==> src/sv/pts_pkg.sv <==
// Package for the polar target-speed interpolator.
// Holds the widths, constants, codes and transaction types shared by every file but pts_ram.
// Depends on nothing.
`default_nettype none

package pts_pkg;

    localparam int MAX_ROWS    = 32;
    localparam int MAX_COLUMNS = 64;
    localparam int FRAC_BITS   = 16;

    localparam int WSPEED_W    = 32;
    localparam int WANGLE_W    = 26;
    localparam int VALUE_W     = 31;
    localparam int INDEX_W     = 11;
    localparam int STEP_W      = 31;
    localparam int ROWS_FLD_W  = 6;
    localparam int COLS_FLD_W  = 7;
    localparam int SPEED_W     = 32;
    localparam int CFG_INDEX_W = 2;
    localparam int CFG_DATA_W  = 31;

    localparam int TABLE_DEPTH = MAX_ROWS * MAX_COLUMNS;
    localparam int ADDR_W      = (TABLE_DEPTH > 1) ? $clog2(TABLE_DEPTH) : 1;
    localparam int ROW_W       = $clog2(MAX_ROWS + 1);
    localparam int COL_W       = $clog2(MAX_COLUMNS + 1);
    localparam int QROW_W      = (MAX_ROWS > 1) ? $clog2(MAX_ROWS) : 1;
    localparam int QB          = QROW_W + FRAC_BITS;

    localparam longint FULL_TURN = longint'(360) << FRAC_BITS;
    localparam int ANG_W       = $clog2(FULL_TURN);
    localparam int ANGX_W      = (((ANG_W + 1) > WANGLE_W) ? (ANG_W + 1) : WANGLE_W) + 1;
    localparam logic signed [ANGX_W-1:0] TURN = ANGX_W'(FULL_TURN);
    localparam int X_W         = ANG_W + COL_W;
    localparam int RECIP_SHIFT = X_W + 8;
    localparam logic [X_W-1:0] RECIP = X_W'((64'd1 << RECIP_SHIFT) / 64'd360);
    localparam logic [X_W-1:0] DEGREES = X_W'(360);
    localparam int Q0_W        = X_W - 8;
    localparam int IDXA_W      = COL_W + FRAC_BITS;

    localparam int WEIGHT_W    = FRAC_BITS + 1;
    localparam logic [WEIGHT_W-1:0] ONE_Q = WEIGHT_W'(longint'(1) << FRAC_BITS);
    localparam int PROD_W      = VALUE_W + WEIGHT_W;

    localparam logic [STEP_W-1:0] STEP_RESET = STEP_W'(longint'(1) << FRAC_BITS);
    localparam logic signed [SPEED_W-1:0] EMPTY_SPEED =
        SPEED_W'(-(longint'(1) << FRAC_BITS));

    localparam logic ACT_WRITE = 1'b0;
    localparam logic ACT_QUERY = 1'b1;

    localparam logic [CFG_INDEX_W-1:0] CFG_SPEED_STEP    = 2'd0;
    localparam logic [CFG_INDEX_W-1:0] CFG_SPEED_ROWS    = 2'd1;
    localparam logic [CFG_INDEX_W-1:0] CFG_ANGLE_COLUMNS = 2'd2;

    typedef struct packed {
        logic                       action;
        logic [INDEX_W-1:0]         entry_index;
        logic [VALUE_W-1:0]         entry_value;
        logic signed [WSPEED_W-1:0] wind_speed;
        logic signed [WANGLE_W-1:0] wind_angle;
    } item_t;

    typedef struct packed {
        logic action;
        logic empty;
        logic neg;
    } kind_t;

    typedef struct packed {
        kind_t                kind;
        logic                 sat;
        logic [COL_W-1:0]     col;
        logic [COL_W-1:0]     ncol;
        logic [FRAC_BITS-1:0] lam_a;
        logic [INDEX_W-1:0]   entry_index;
        logic [VALUE_W-1:0]   entry_value;
    } side_t;

endpackage

`default_nettype wire

==> src/sv/pts_front.sv <==
// Front pipeline: angle wrap, column index by reciprocal, range and empty checks.
// Six register stages; depends on pts_pkg.
`default_nettype none

module pts_front (
    input  wire logic                          clk,
    input  wire logic                          rst_n,
    input  wire logic                          adv,
    input  wire logic                          in_valid,
    input  wire pts_pkg::item_t                in_item,
    input  wire logic [pts_pkg::ROW_W-1:0]     rows,
    input  wire logic [pts_pkg::COL_W-1:0]     cols,
    input  wire logic [pts_pkg::STEP_W-1:0]    step,
    output logic                               out_valid,
    output pts_pkg::side_t                     out_side,
    output logic [pts_pkg::WSPEED_W-2:0]       out_ws
);

    localparam int LIM_W = pts_pkg::ROW_W + pts_pkg::STEP_W;

    logic                                   a_vld_reg;
    pts_pkg::item_t                         a_item_reg;
    logic                                   b_vld_reg;
    pts_pkg::side_t                         b_side_reg;
    logic [pts_pkg::WSPEED_W-2:0]           b_ws_reg;
    logic signed [pts_pkg::ANGX_W-1:0]      b_ang_reg;
    logic                                   c_vld_reg;
    pts_pkg::side_t                         c_side_reg;
    logic [pts_pkg::WSPEED_W-2:0]           c_ws_reg;
    logic [pts_pkg::X_W-1:0]                c_x_reg;
    logic                                   d_vld_reg;
    pts_pkg::side_t                         d_side_reg;
    logic [pts_pkg::WSPEED_W-2:0]           d_ws_reg;
    logic [pts_pkg::X_W-1:0]                d_x_reg;
    logic [2*pts_pkg::X_W-1:0]              d_p_reg;
    logic                                   e_vld_reg;
    pts_pkg::side_t                         e_side_reg;
    logic [pts_pkg::WSPEED_W-2:0]           e_ws_reg;
    logic [pts_pkg::Q0_W-1:0]               e_q0_reg;
    logic [pts_pkg::X_W-1:0]                e_rem_reg;
    logic                                   f_vld_reg;
    pts_pkg::side_t                         f_side_reg;
    logic [pts_pkg::WSPEED_W-2:0]           f_ws_reg;

    logic signed [pts_pkg::ANGX_W-1:0]      ang_ext;
    logic signed [pts_pkg::ANGX_W-1:0]      ang1;
    logic signed [pts_pkg::ANGX_W-1:0]      ang2;
    logic [LIM_W-1:0]                       limit;
    pts_pkg::side_t                         b_side_next;
    logic [pts_pkg::Q0_W-1:0]               q0;
    logic [pts_pkg::IDXA_W-1:0]             idx_a;
    logic [pts_pkg::COL_W-1:0]              col_raw;
    logic [pts_pkg::COL_W-1:0]              col;
    logic [pts_pkg::COL_W-1:0]              col_inc;
    pts_pkg::side_t                         f_side_next;

    assign ang_ext = {{(pts_pkg::ANGX_W - pts_pkg::WANGLE_W){a_item_reg.wind_angle[pts_pkg::WANGLE_W-1]}},
                      a_item_reg.wind_angle};
    assign limit   = LIM_W'(rows) * LIM_W'(step);

    always_comb
    begin
        if (ang_ext < 0)
        begin
            ang1 = ang_ext + pts_pkg::TURN;
        end
        else if (ang_ext >= pts_pkg::TURN)
        begin
            ang1 = ang_ext - pts_pkg::TURN;
        end
        else
        begin
            ang1 = ang_ext;
        end
    end

    always_comb
    begin
        b_side_next             = '0;
        b_side_next.kind.action = a_item_reg.action;
        b_side_next.kind.empty  = (rows == '0) || (cols == '0);
        b_side_next.kind.neg    = a_item_reg.wind_speed[pts_pkg::WSPEED_W-1];
        b_side_next.sat         = LIM_W'(a_item_reg.wind_speed[pts_pkg::WSPEED_W-2:0]) >= limit;
        b_side_next.entry_index = a_item_reg.entry_index;
        b_side_next.entry_value = a_item_reg.entry_value;
    end

    assign ang2 = (b_ang_reg < 0) ? (b_ang_reg + pts_pkg::TURN) : b_ang_reg;

    assign q0      = pts_pkg::Q0_W'(d_p_reg >> pts_pkg::RECIP_SHIFT);
    assign idx_a   = pts_pkg::IDXA_W'(e_q0_reg + pts_pkg::Q0_W'(e_rem_reg >= pts_pkg::DEGREES));
    assign col_raw = idx_a[pts_pkg::IDXA_W-1:pts_pkg::FRAC_BITS];
    assign col     = (col_raw >= cols) ? pts_pkg::COL_W'(cols - pts_pkg::COL_W'(1)) : col_raw;
    assign col_inc = pts_pkg::COL_W'(col + pts_pkg::COL_W'(1));

    always_comb
    begin
        f_side_next       = e_side_reg;
        f_side_next.col   = col;
        f_side_next.ncol  = (col_inc == cols) ? '0 : col_inc;
        f_side_next.lam_a = idx_a[pts_pkg::FRAC_BITS-1:0];
    end

    always_ff @(posedge clk or negedge rst_n)
    begin
        if (!rst_n)
        begin
            a_vld_reg <= 1'b0;
            b_vld_reg <= 1'b0;
            c_vld_reg <= 1'b0;
            d_vld_reg <= 1'b0;
            e_vld_reg <= 1'b0;
            f_vld_reg <= 1'b0;
        end
        else if (adv)
        begin
            a_vld_reg <= in_valid;
            b_vld_reg <= a_vld_reg;
            c_vld_reg <= b_vld_reg;
            d_vld_reg <= c_vld_reg;
            e_vld_reg <= d_vld_reg;
            f_vld_reg <= e_vld_reg;
        end
    end

    always_ff @(posedge clk)
    begin
        if (adv)
        begin
            a_item_reg <= in_item;
            b_side_reg <= b_side_next;
            b_ws_reg   <= a_item_reg.wind_speed[pts_pkg::WSPEED_W-2:0];
            b_ang_reg  <= ang1;
            c_side_reg <= b_side_reg;
            c_ws_reg   <= b_ws_reg;
            c_x_reg    <= pts_pkg::X_W'(ang2[pts_pkg::ANG_W-1:0]) * pts_pkg::X_W'(cols);
            d_side_reg <= c_side_reg;
            d_ws_reg   <= c_ws_reg;
            d_x_reg    <= c_x_reg;
            d_p_reg    <= (2*pts_pkg::X_W)'(c_x_reg) * (2*pts_pkg::X_W)'(pts_pkg::RECIP);
            e_side_reg <= d_side_reg;
            e_ws_reg   <= d_ws_reg;
            e_q0_reg   <= q0;
            e_rem_reg  <= d_x_reg - (pts_pkg::X_W'(q0) * pts_pkg::DEGREES);
            f_side_reg <= f_side_next;
            f_ws_reg   <= e_ws_reg;
        end
    end

    assign out_valid = f_vld_reg;
    assign out_side  = f_side_reg;
    assign out_ws    = f_ws_reg;

endmodule

`default_nettype wire

==> config.mk <==
export PLATFORM = sky130hd
export DESIGN_NAME = pts_front
export DESIGN_NICKNAME = d
export VERILOG_FILES = /design/src/sv/pts_pkg.sv /design/src/sv/pts_front.sv
export SDC_FILE = /design/constraint.sdc
export NUM_CORES = 2
export LEC_CHECK = 0
export ABC_AREA = 1
export BUFFER_PORTS_ARGS = -buffer_cell sky130_fd_sc_hd__buf_2
export CORE_ASPECT_RATIO = 1.75
export CORE_MARGIN = 2
export CORE_UTILIZATION = 57
export CTS_CLUSTER_SIZE = 24
export DETAILED_ROUTE_END_ITERATION = 10
export HOLD_SLACK_MARGIN = 0.03
export PLACE_DENSITY = 0.89
export SLEW_MARGIN = 10
export SYNTH_ARGS = -nofsm -noshare
export SYNTH_HDL_FRONTEND = slang
export SYNTH_SLANG_ARGS = --single-unit
==> constraint.sdc <==
create_clock -name clk -period 6.5 [get_ports clk]
set_clock_uncertainty 0.2 [all_clocks]
set_input_delay 0.325 -clock clk [delete_from_list [all_inputs] [get_ports clk]]
set_output_delay 0.325 -clock clk [all_outputs]
set_load 0.01 [all_outputs]
== After elaboration in Yosys (flattened, before gate mapping) ==
Index checks and enable logic that the tools add are counted.
Storage, ports and cells
  bits in latches: 0
  RAM bits: 0
  logic and storage cells: 80
  bits in read-only memories: 0
  memories: 0
  bits in registers: 731
  output and inout bits: 108
  bits of input ports: 149
Cells by class
  reduce and logical (&&, ||, !) cells: 3
  magnitude comparators: 6
  $mul: 4
  $add $sub $neg: 7
  bitwise logic cells: 0
  muxes and demuxes: 4
  equality and inequality tests: 1
  div/mod/pow operators: 0
  shifts and indexed selects: 0
Operator list (number)
  $mul A32 B31 Y63 const B: 1
  $mux W27: 2
  $ge A31 B37 Y1: 1
  $mul A6 B31 Y37: 1
  $ge A32 B9 Y1 const B: 1
  $mul A25 B7 Y32: 1
  $sub A32 B32 Y32: 1
  $mul A24 B6 Y29 const B: 1
  $add A26 B26 Y27 const B: 1
  $lt A27 B1 Y1 const B: 1
  $sub A26 B26 Y27 const B: 1
  $ge A26 B26 Y1 const B: 1
  $lt A26 B1 Y1 const B: 1
  $add A25 B25 Y25 const B: 1
  $mux W25: 1
  $add A23 B1 Y23: 1
  $add A7 B1 Y7 const B: 1
  $eq A7 B7 Y1: 1
  $ge A7 B7 Y1: 1
  $logic_not A7 Y1: 1
  $mux W7: 1
  $sub A7 B1 Y7 const B: 1
  $logic_not A6 Y1: 1
  $logic_or A1 B1 Y1: 1

== Longest topological paths before layout ==
  depth in word-level cells: 6
  gate-level depth with buffers: 31
  mapped depth without buffers: 30

== Worst setup path before layout ==
Ideal clock, no wire load.
  path type: register -> register
  start point: register c_x_reg[5] (netlist name)
  end point: register d_p_reg[58] (netlist name) (data pin)
  slack: -0.043 ns
  cell stages (with the launch flop): 27
  library setup time: 0.258 ns
  data arrival time: 6.084 ns
  required time: 6.042 ns
  path buffers: 0
  clock period less this slack: 6.543 ns
  cell sequence: edfxtp_1 -> ha_1 -> xnor2_1 -> inv_1 -> ha_1 -> or2_2 -> fa_1 -> inv_1 -> fa_1 -> inv_1 -> fa_1 -> fa_1 -> fa_1 -> inv_1 -> fa_1 -> inv_1 -> ha_1 -> nand2_1 -> nor2_1 -> inv_1 -> nor2_1 -> inv_1 -> nor4_1 -> nand4_1 -> nand4_1 -> a21oi_1 -> xnor2_1
Between the ends
  word-level cells in the longest chain between the ends: 1
Ends and longest elaborated chain
  start, declared: RTL line pts_front.sv:30  | logic [pts_pkg::X_W-1:0] c_x_reg;
  start signal, assigned: RTL line pts_front.sv:136  | c_x_reg <= pts_pkg::X_W'(ang2[pts_pkg::ANG_W-1:0]) * pts_pkg::X_W'(cols);
  $mul A32 B31 Y63: RTL line pts_front.sv:140  | d_p_reg <= (2*pts_pkg::X_W)'(c_x_reg) * (2*pts_pkg::X_W)'(pts_pkg::RECIP);
  end signal, assigned: RTL line pts_front.sv:140
  end, declared: RTL line pts_front.sv:35  | logic [2*pts_pkg::X_W-1:0] d_p_reg;
Every way passes these cells.
A chain may end at the register's enable or synchronous reset.

== Final worst setup path ==
  start point: register c_x_reg[17] (netlist name)
  end point: register d_p_reg[60] (netlist name) (data pin)
Same word-level chain as after synthesis.

==> flow_metrics.tcl <==
set metrics [dict create \
    outcome "finished, violations left" \
    failed_checks "negative setup slack" \
    globalplace.congestion 1.09 \
    critical-path-slowest-cell "sky130_fd_sc_hd__fa_2" \
    number_of_buffer_cells_added_on_primary_ports 256 \
    post_route_cells_drive_above_1_share_pct 18.7 \
    nNetsFinal 7161 \
    timing_hold_violations_final 0 \
    place.detailed.hpwl_um 128000 \
    n_fill_cell 6908 \
    cp-startpoint "c_x_reg[17]$_DFFE_PP_" \
    drt-initial-drc-count 2474 \
    layout_commonest_cell "sky130_fd_sc_hd__inv_1" \
    yosysTopAreaCell "sky130_fd_sc_hd__edfxtp_1" \
    global_route_wire_length_before_repair_um 239000 \
    grt_setup_unrepaired "yes" \
    period_minus_slack_ps 6600 \
    avgSynthCellArea_um2 10.7 \
    cp_slowest_stage_delay_ps 710 \
    synth.net_count 6409 \
    ctsHtreeMaxLevel 2 \
    r2r.worst_path.cells 21 \
    crit-reg2reg-capture "d_p_reg[60]$_DFFE_PP_" \
    drcViolationCount 0 \
    worstHoldPathCells 3 \
    initial_core_util_pct 57.2 \
    cts.clk_slew.worst_paths_ps 80 \
    synthDistinctLibCells 61 \
    critical_path.startpoint_type "register" \
    synth.ff_latch_count 685 \
    design.die.area_um2 98100 \
    grt_overflow_total 0 \
    dr.pass1.iters 7 \
    reg2reg_slack_ps -100 \
    i_o_pin_count 257 \
    synth-async-reset-ratio_pct 0.876 \
    postRouteWirelength_um 161000 \
    synth_flop_cell "sky130_fd_sc_hd__edfxtp_1" \
    crit_fanout 3 \
    die-height_um 413 \
    cell_area_after_layout_um2 65100 \
    placement_rows 150 \
    worst_r2r_startpoint "c_x_reg[17]$_DFFE_PP_" \
    synth_warnings 0 \
    drv_slew 0 \
    wire_per_inst_um 22.8 \
    synth_enable_flop_cells 679 \
    cp.arrival_ps 6790 \
    met2_length_um 82400 \
    clock_insertion_delay_worst_skew_ps 710 \
    ctsRootBufferMaster "sky130_fd_sc_hd__clkbuf_16" \
    critical_path.endpoint_type "register" \
    synth.yosys.seq_area_share_pct 37.7 \
    area_growth_pct 19.6 \
    layout_common_cells "sky130_fd_sc_hd__inv_1, sky130_fd_sc_hd__nand2_1, sky130_fd_sc_hd__edfxtp_1" \
    post-synth-top-area-fraction_pct 37.5 \
    timing_worst_setup_path_type "register to register" \
    worst_setup_slack_after_layout_ps -95.3 \
    min_period_over_period_pct 101 \
    synthCells 5075 \
    netlist_area_um2 54400 \
    gr-usage-all-layers_pct 33.3 \
    core_region_area_um2 95200 \
    max-clock-path-buffers 3 \
    grt_antenna_before_repair 16 \
    cap_violations 0 \
    crit_path_cell_trace "ha_4, buf_6, clkinvlp_4, fa_1, fa_2, fa_1, fa_2, fa_2, inv_1, ha_1, ha_1, ha_1, a21oi_1, inv_2, buf_4, nor2_1, o21ai_0, nand3_1, o211a_1, o21ai_1, xor2_1" \
    timing.slew.headroom_pct 22.0 \
    post_drt_via_cell_ratio 5.51 \
    drt.antenna.violating_nets 0 \
    fmax_ghz 0.152 \
    cts_tree "yes" \
    ys_top_cells_by_area "sky130_fd_sc_hd__edfxtp_1, sky130_fd_sc_hd__fa_1, sky130_fd_sc_hd__ha_1" \
    largest_reg_flops 101 \
    vias 39100 \
    cts_inserted_buffers 61 \
    met3RoutedLength_um 10100 \
    placement.cell_area_um2 59500 \
    critPathRequiredTime_ps 6690 \
    detail_route.wirelength.met1_um 49500 \
    grt_max_degree 208 \
    floorplan.die.width_um 238 \
    grt_pass1_vias 42100 \
    top_layer "met5" \
    worst_hold_path_class "primary input to register" \
    num_clock_sinks 685 \
    min_from "cols[0]" \
    tightest_slew_ps 1160 \
    setup_viol 16 \
    hold-path-endpoint "c_x_reg[0]$_DFFE_PP_" \
]
==> synth_stat cells (3+ instances only) <==
| cell | instances |
|---|---|
| sky130_fd_sc_hd__a211oi_1 | 5 |
| sky130_fd_sc_hd__a21boi_0 | 6 |
| sky130_fd_sc_hd__a21o_1 | 9 |
| sky130_fd_sc_hd__a21oi_1 | 256 |
| sky130_fd_sc_hd__a221oi_1 | 4 |
| sky130_fd_sc_hd__a31oi_1 | 21 |
| sky130_fd_sc_hd__and2_1 | 3 |
| sky130_fd_sc_hd__clkbuf_1 | 35 |
| sky130_fd_sc_hd__dfrtp_1 | 6 |
| sky130_fd_sc_hd__edfxtp_1 | 679 |
| sky130_fd_sc_hd__fa_1 | 606 |
| sky130_fd_sc_hd__ha_1 | 579 |
| sky130_fd_sc_hd__inv_1 | 1209 |
| sky130_fd_sc_hd__inv_2 | 3 |
| sky130_fd_sc_hd__nand2_1 | 783 |
| sky130_fd_sc_hd__nand2_2 | 21 |
| sky130_fd_sc_hd__nand3_1 | 96 |
| sky130_fd_sc_hd__nand3_2 | 7 |
| sky130_fd_sc_hd__nand3b_1 | 3 |
| sky130_fd_sc_hd__nand4_1 | 29 |
| sky130_fd_sc_hd__nor2_1 | 232 |
| sky130_fd_sc_hd__nor2_2 | 5 |
| sky130_fd_sc_hd__nor2_4 | 3 |
| sky130_fd_sc_hd__nor3_1 | 32 |
| sky130_fd_sc_hd__nor4_1 | 27 |
| sky130_fd_sc_hd__o211ai_1 | 12 |
| sky130_fd_sc_hd__o21a_1 | 19 |
| sky130_fd_sc_hd__o21ai_0 | 124 |
| sky130_fd_sc_hd__o21ai_1 | 6 |
| sky130_fd_sc_hd__o21bai_1 | 10 |
| sky130_fd_sc_hd__o221ai_1 | 6 |
| sky130_fd_sc_hd__o31ai_1 | 4 |
| sky130_fd_sc_hd__or2_2 | 12 |
| sky130_fd_sc_hd__xnor2_1 | 76 |
| sky130_fd_sc_hd__xor2_1 | 112 |
==> layout make-up <==
type | count | area, µm² | area share [%]
diodes | 2 | 5.00 | 0.00769
clock buffers | 68 | 1570 | 2.42
multi-input cells | 3137 | 31000 | 47.6
flip-flops and latches | 685 | 20500 | 31.6
well taps | 1216 | 1520 | 2.34
clock inverters | 45 | 577 | 0.886
inverters | 1212 | 4560 | 7.01
repair buffers | 730 | 5310 | 8.16
==> worst max-delay path by stage <==
stage	to	slack, ps	cells past startpoint
6_report	d_p_reg[60]$_DFFE_PP_	-100	21
5_1_grt	d_p_reg[49]$_DFFE_PP_	-320	25
4_1_cts	d_p_reg[62]$_DFFE_PP_	-30	21
3_5_place_dp	d_p_reg[62]$_DFFE_PP_	-360	26
3_3_place_gp	d_p_reg[58]$_DFFE_PP_	-310	26
2_1_floorplan	d_p_reg[58]$_DFFE_PP_	40	26
==> kinds of logic (layout without fill, tap and decap cells) <==
family | after synthesis | after routing | share of synthesized area [%]
other | 0 | 2 | 0
buffers and inverters | 1253 | 2055 | 8.68
AND/OR/NAND/NOR | 1264 | 1264 | 9.80
XOR/XNOR | 188 | 188 | 3.03
adder cells (fa/ha/maj) | 1185 | 1185 | 35.6
AO/OA/AOI/OAI | 500 | 500 | 5.15
flip-flops | 685 | 685 | 37.7
==> metrics by stage <==
step	TNS [ps]	utilization, %	setup slack [ps]	std cells	hold slack (ps)
global route	-4800	68.4	-319	7094	87.6
finish	-640	68.4	-95.3	7095	80.2
floorplan	0	-	38.5	5075	-171
global placement	-4060	62.5	-312	6821	-53.6
CTS	-38.8	66.9	-33.1	7064	43.0
detailed placement	-5350	62.5	-360	6821	-49.6
==> layer usage <==
metal	track usage [%]	up-vias
met5	0	-
met4	33.3	26
met3	7.09	735
met2	59.5	1616
met1	30.8	19000
li1	-	17700
==> critical path: cells and delay by family (launching register included) <==
kind                       cells  cell delay [ps]
and+or+nand+nor                2              280
DFF                            1              500
buffers and inverters          5              610
xor gates and xnor gates       1              140
AOI/OAI and AO/OA              4              540
adders and majority gates      9             4020
==> repair_timing <==
item                                    in CTS  in global routing
pin swaps                                   45                123
setup buffers                               26                 31
endpoints found under the hold margin      172                  0
hold buffers                               105                  0
endpoints found under the setup margin      24                 24
resized for setup                          159                264
gates cloned                                 0                  0
Power is not shown: default switching activity piles up to over one toggle a cycle in this logic, so the estimate is an artifact.
